--- src/cst_ram.sv ---
// Generic single-write, single-read RAM with registered read data.
// No dependencies.
module cst_ram #(
  parameter int WIDTH = 8,
  parameter int DEPTH = 4
) (
  input  logic                                  clk,
  input  logic                                  we,
  input  logic [((DEPTH > 1) ? $clog2(DEPTH) : 1)-1:0] waddr,
  input  logic [WIDTH-1:0]                      wdata,
  input  logic [((DEPTH > 1) ? $clog2(DEPTH) : 1)-1:0] raddr,
  output logic [WIDTH-1:0]                      rdata
);

  logic [WIDTH-1:0] mem [DEPTH];

  always_ff @(posedge clk) begin
    if (we) mem[waddr] <= wdata;
    rdata <= mem[raddr];
  end

endmodule

--- config.mk ---
export PLATFORM = sky130hd
export DESIGN_NAME = cst_ram
export DESIGN_NICKNAME = d
export VERILOG_FILES = /design/src/cst_ram.sv
export SDC_FILE = /design/constraint.sdc
export NUM_CORES = 1
export LEC_CHECK = 0
export BUFFER_PORTS_ARGS = -buffer_cell sky130_fd_sc_hd__buf_2
export CORE_AREA = 2 2 58 60
export DETAILED_ROUTE_END_ITERATION = 8
export DIE_AREA = 0 0 60 62
export GPL_ROUTABILITY_DRIVEN = 0
export PLACE_DENSITY = 0.62
export SYNTH_ARGS = -nofsm -noshare
export SYNTH_HDL_FRONTEND = slang
export SYNTH_SLANG_ARGS = --single-unit
--- constraint.sdc ---
create_clock -name clk -period 4.2 [get_ports clk]
set_input_delay 0.84 -clock clk [delete_from_list [all_inputs] [get_ports clk]]
set_output_delay 0.84 -clock clk [all_outputs]
set_load 0.01 [all_outputs]
==> results.sh, run 1 <==
export IMPL_outcome="complete, no violations"
export IMPL_die_h_um=62
export IMPL_post_cts_repair_setup_buffers=0
export IMPL_tightest_slew_ns=0.595
export IMPL_portBuffers=21
export IMPL_nFillCells=264
export IMPL_area_growth_syn_to_layout_pct=16.9
export IMPL_slew_violations=0
export IMPL_rsz0062_at_grt="false"
export IMPL_rows=21
export IMPL_slowest_stage="nor3b_1"
export IMPL_setup_ws_ns=2.49
export IMPL_endpoint_kind="flop"
export IMPL_vdd_drop_max_mv=0.215
export IMPL_synth_avg_cell_area_sq_um=25.0
export IMPL_die_w_um=60
export IMPL_max_stage_delay_ns=0.51
export IMPL_cap_viol_max_count=0
export IMPL_synth_sequential_area_ratio=0.831
export IMPL_syn_instance_count=54
export IMPL_total_power_w=0.000741
export IMPL_post_route_drc_count=0
export IMPL_ys_warn_count=0
export IMPL_tns_ns=0
export IMPL_skew_ns=0.00544
export IMPL_layout_worst_path_cycle_share=0.407
export IMPL_whs_ns=0.561
export IMPL_grt_start_max_net_pins=13
export IMPL_antenna_found_initial=0
export IMPL_leakagePower_nw=0.563
export IMPL_crit_family="simple AND/OR/NAND/NOR gates"
export IMPL_place_ws_ns=1.75
export IMPL_overflow=0
export IMPL_postCtsHoldBufs=0
export IMPL_grt_usage=0.118
export IMPL_nets=95
export IMPL_vias=607
export IMPL_crit_arrival_ns=1.76
export IMPL_crit_path_max_fanout=5
export IMPL_synth_nets=68
export IMPL_synthDistinctLibCells=8
export IMPL_grt_pass1_wl_um=2760
export IMPL_htreeDepth=2
export IMPL_hold_class="reg -> reg"
export IMPL_dieArea_sq_um=3720
export IMPL_path_buf_inv=2
export IMPL_crit_chain="buf_2 > nor3b_1 > buf_2"
export IMPL_required_ns=4.25
export IMPL_ioPinCount=22
export IMPL_cts_root_buffer="clkbuf_4"
export IMPL_fmax_mhz=585
export IMPL_path_common_cell="buf_2"
export IMPL_cts_tree="built"
export IMPL_cts_resized=0
export IMPL_instances_no_fill=128
export IMPL_setup_viol=0
export IMPL_cts_buffer_depth=2
export IMPL_ant_nets=0
export IMPL_cts_buffers=5
export IMPL_clk_pin_slew_ns=0.10
export IMPL_dp_cells=119
export IMPL_drt_wirelength_per_cell_um=15.1
export IMPL_ys_ff_latch=40
export IMPL_wirelength_um=1930
export IMPL_drive_gt1_frac=0.451
export IMPL_cts_sinks=40
export IMPL_drt_iter0_markers=9
export IMPL_netlist_area_sq_um=1350
export IMPL_core_sq_um=3180
export IMPL_slew_headroom=0.602
export IMPL_period_needed_ns=1.71
export IMPL_worst_setup_path_type="in -> reg"
export IMPL_final_hold_viol_count=0
export IMPL_p_per_area_nw_per_um2=470
export IMPL_clk_latency_ns=0.34
export IMPL_antennaDiodeCount=0
export IMPL_dr_pass1_iters=4
export IMPL_grt_pass1_vias=551
export IMPL_vias_per_cell=4.74
export IMPL_start_util=0.424
export IMPL_startpoint_type="primary input"
[final cells by class]
class | count | area, sq um | share of cell area
Sequential cell | 40 | 1120 | 0.711
Multi-Input combinational cell | 12 | 211 | 0.134
Timing Repair Buffer | 22 | 110 | 0.0698
Tap cell | 46 | 57.6 | 0.0365
Clock buffer | 6 | 41.3 | 0.0262
Clock inverter | 2 | 35.0 | 0.0222
[registers in the layout, indices dropped and copies added (netlist names)]
name,cells
rdata,8
mem,32
[final timing paths]
check | from | end | slack [ns] | depth (start not counted)
max reg2reg | mem[3][7] | rdata[7] | 3.22 | 1
min reg2reg | mem[3][0] | rdata[0] | 0.56 | 1
min | mem[3][0] | rdata[0] | 0.56 | 1
max | waddr[0] | mem[0][0] | 2.49 | 3
[logic make-up (layout without fill, tap and decap cells)]
group,Yosys count,count (layout),share of synthesized area
mux,8,8,0.134
flops,40,40,0.831
simple gates,4,4,0.0232
buf+inv,2,30,0.0121
[placed cells by master, fill, tap and decap left out]
master,instances
mux4_2,8
and3b_1,2
edfxtp_1,32
nor3b_1,1
dfxtp_1,8
clkbuf_4,5
buf_2,22
and3_1,1
clkbuf_1,1
clkinv_2,1
bufinv_16,1
[where the power goes]
| group | total (W) | leakage (nW) | switching (W) | internal [W] |
|---|---|---|---|---|
| clock network | 0.000241 | 0.0422 | 0.000116 | 0.000125 |
| logic | 0.0000437 | 0.160 | 0.0000219 | 0.0000217 |
| registers | 0.000456 | 0.361 | 0.00000488 | 0.000451 |
[metrics by stage]
stage                util  area, sq um
detailed placement  0.470         1500
finish              0.496         1580
CTS                 0.494         1570
global route        0.496         1580
floorplan               -         1350
global placement    0.470         1500
[per-layer routing]
layer	GRT usage	routed length [um]	vias to the layer above	share of wire
met5	0	0	-	0
met4	0.0571	40	0	0.021
met3	0.0621	117	8	0.060
met2	0.175	1000	19	0.52
met1	0.141	772	304	0.40
li1	-	-	276	-
[synthesized netlist by cell type (all sizes together)]
library cell  instances  area, sq um
and3b                 2         17.5
dfxtp                 8          160
mux4                  8          180
nor3b                 1         7.51
clkbuf                1         5.00
buf                   1         11.3
and3                  1         6.26
edfxtp               32          961
Power figures use the tool's default switching activity.
==> inputs of run 2 (changes only) <==
--- a/config.mk
+++ b/config.mk
@@ -5,10 +5,11 @@
 export SDC_FILE = /design/constraint.sdc
 export NUM_CORES = 1
 export LEC_CHECK = 0
+export ABC_AREA = 1
 export BUFFER_PORTS_ARGS = -buffer_cell sky130_fd_sc_hd__buf_2
-export CORE_AREA = 2 2 58 60
+export CORE_AREA = 2 2 62 64
 export DETAILED_ROUTE_END_ITERATION = 8
-export DIE_AREA = 0 0 60 62
+export DIE_AREA = 0 0 64 66
 export GPL_ROUTABILITY_DRIVEN = 0
 export PLACE_DENSITY = 0.62
 export SYNTH_ARGS = -nofsm -noshare
==> constraint.sdc (replaced) <==
create_clock -name clk -period 1.76 [get_ports clk]
set_input_delay 0.352 -clock clk [delete_from_list [all_inputs] [get_ports clk]]
set_output_delay 0.352 -clock clk [all_outputs]
set_load 0.01 [all_outputs]
==> run 2 against run 1 <==
Synthesized cell count rose to 2.6 times the previous value. Sequential power up 140%. Non-clock buffer count up 3. Setup slack worse by 1.9 ns. Sequential share of layout area down 8.2 points. Critical path depth down 2. Register-to-register slack worse by 2.2 ns. Core utilization up 0.62 points. Combinational power rose to 3.2 times the previous value. Clock skew up 0.0049 ns. Via count up 56%. Count of clock-buffer cells in the layout down 1.
==> results.sh, run 2 <==
export IMPL_portBuffers=21
export IMPL_intPower_w=0.00142
export IMPL_drive_gt1_frac=0.188
export IMPL_synthDominantCellAreaShare=0.621
export IMPL_post_synth_top_count_cell="nand2_1"
export IMPL_cap_viol_max_count=0
export IMPL_synth_top_area_cell="edfxtp_1"
export IMPL_crit_path_max_fanout=1
export IMPL_clk_pin_slew_ns=0.12
export IMPL_layout_commonest_cell="nand2_1"
export IMPL_max_stage_delay_ns=0.33
export IMPL_antenna_found_initial=0
export IMPL_instances_no_fill=218
export IMPL_combinationalPowerShare=0.077
export IMPL_dr_pass1_iters=4
export IMPL_cp_startpoint="rdata[3]"
export IMPL_die_h_um=66
export IMPL_slew_violations=0
export IMPL_synth_xor_area_share=0
export IMPL_required_ns=1.41
export IMPL_path_buf_inv=1
export IMPL_vias_per_cell=4.35
export IMPL_tightest_slew_ns=0.310
export IMPL_skew_ns=0.0103
export IMPL_drt_wirelength_per_cell_um=12.5
export IMPL_ioPinCount=22
export IMPL_hold_class="in -> reg"
export IMPL_switching_power_w=0.000388
export IMPL_crit_arrival_ns=0.79
export IMPL_grt_start_max_net_pins=18
export IMPL_synthAdderAreaFrac=0
export IMPL_startpoint_type="flop"
export IMPL_core_sq_um=3550
export IMPL_cts_root_buffer="clkbuf_4"
export IMPL_crit_chain="buf_2"
export IMPL_ant_nets=0
export IMPL_seq_power_share=0.603
export IMPL_nFillCells=331
export IMPL_tns_ns=0
export IMPL_cts_resized=0
export IMPL_ys_async_sr_fraction=0
export IMPL_r2r_end="rdata[2]"
export IMPL_synth_avg_cell_area_sq_um=11.0
export IMPL_cts_buffer_depth=2
export IMPL_endpoint="rdata[3]"
export IMPL_dp_cells=210
export IMPL_synth_edff_count=32
export IMPL_netlist_area_sq_um=1550
export IMPL_setup_viol=0
export IMPL_dieArea_sq_um=4220
export IMPL_layout_worst_path_cycle_share=0.649
export IMPL_clk_latency_ns=0.34
export IMPL_outcome="complete, no violations"
export IMPL_period_needed_ns=1.14
export IMPL_synthTopCellsByArea="edfxtp_1 62%, dfxtp_1 10%, nand2_1 9.7%"
export IMPL_placed_cell_area_sq_um=1710
export IMPL_reg2reg_slack_ns=1.01
export IMPL_synthDistinctLibCells=10
export IMPL_cts_tree="built"
export IMPL_regMostFlops="mem"
export IMPL_synth_nets=155
export IMPL_fmax_mhz=875
export IMPL_antennaDiodeCount=0
export IMPL_fin_util=0.502
export IMPL_worst_setup_path_type="reg -> out"
export IMPL_largest_reg_flops=32
export IMPL_area_growth_syn_to_layout_pct=15.2
export IMPL_ys_warn_count=0
export IMPL_post_cts_repair_setup_buffers=0
export IMPL_design_area_sq_um=1780
export IMPL_worstRegToRegCells=4
export IMPL_power_share_clock=0.319
export IMPL_grt_pass1_wl_um=4490
export IMPL_grt_usage=0.148
export IMPL_grt_pass1_vias=942
export IMPL_p_per_area_nw_per_um2=1010
export IMPL_syn_instance_count=141
export IMPL_post_route_drc_count=0
export IMPL_yosys_area_share_simple=0.162
export IMPL_endpoint_kind="output port"
export IMPL_cts_buffers=5
export IMPL_ys_ff_latch=40
export IMPL_switching_share=0.215
export IMPL_synth_ff_type="edfxtp_1"
export IMPL_nets=183
export IMPL_overflow=0
export IMPL_r2r_start="mem[1][2]"
export IMPL_cts_sinks=40
export IMPL_htreeDepth=2
export IMPL_total_power_w=0.00181
export IMPL_synthMuxAreaShare=0
export IMPL_mostFrequentLayoutCells="40 x nand2_1, 36 x inv_1, 32 x edfxtp_1"
export IMPL_rsz0062_at_grt="false"
export IMPL_final_hold_viol_count=0
export IMPL_reg_top3="mem x32, rdata x8"
export IMPL_leakagePower_nw=0.842
export IMPL_wirelength_um=2730
export IMPL_die_w_um=64
export IMPL_synth_common_cells="40 x nand2_1, 36 x inv_1, 32 x edfxtp_1"
export IMPL_crit_family="flip-flops"
export IMPL_hpwl_um=1990
export IMPL_start_util=0.436
export IMPL_slew_headroom=0.793
export IMPL_rows=22
export IMPL_synth_compound_area_frac=0
export IMPL_postCtsHoldBufs=0
export IMPL_synth_top_family_by_area="simple AND/OR/NAND/NOR gates"
export IMPL_synth_sequential_area_ratio=0.724
export IMPL_drt_iter0_markers=23
export IMPL_vdd_drop_max_mv=0.558
export IMPL_slowest_stage="dfxtp_1"
export IMPL_cp_num_cells=1
export IMPL_vias=949
run 2: cell count changes in the layout (fill, tap and decap cells not counted), sizes merged, moves of 2 or more:
cell and change:
nand2 +40, inv +37, nand3 +16, mux4 -8, nor3 +4, buf +3
and3b -2
run 2: cell families after synthesis:
family / Yosys count
AND/OR/NAND/NOR: 60
buffers and inverters: 41
flip-flops: 40
run 2: layer usage:
metal  GRT usage  vias up  share of wire
met4      0.0924        0          0.028
met5           0        -              0
met3      0.0358        9          0.036
li1            -      493              -
met2       0.232       20           0.48
met1       0.186      427           0.45
run 2: final cells by class:
type,instances,area (sq um),area share
flip-flops and latches,40,1120,0.629
multi-input cells,60,250,0.140
repair buffers,25,135,0.0758
clock inverters,3,37.5,0.0211
inverters,37,141,0.0793
well taps,48,60.1,0.0337
clock buffers,5,37.5,0.0211
run 2: stage by stage:
stage / setup slack, ns / hold slack, ns
after floorplan: 0.345 / 0.451
final: 0.617 / 0.237
after global routing: 0.553 / 0.222
after detailed placement: 0.521 / 0.525
after CTS: 0.600 / 0.237
after global placement: 0.542 / 0.532
run 2: how the worst min path moves through the flow:
stage                     end  slack, ns  depth (start not counted)       from
finish              mem[1][3]       0.24                          1   wdata[3]
global placement     rdata[0]       0.53                          4  mem[1][0]
floorplan           mem[0][0]       0.45                          0   wdata[0]
CTS                 mem[1][3]       0.24                          1   wdata[3]
global route        mem[2][4]       0.22                          1   wdata[4]
detailed placement   rdata[3]       0.52                          4  mem[1][3]
run 2: power by group through the flow:
stage,Clock [W],Combinational [W],Sequential (W)
2_1_floorplan,0,0.0000727,0.00112
3_3_place_gp,0,0.000139,0.00111
3_5_place_dp,0,0.000141,0.00111
4_1_cts,0.000586,0.000142,0.00109
5_1_grt,0.000641,0.000157,0.00110
6_report,0.000576,0.000140,0.00109
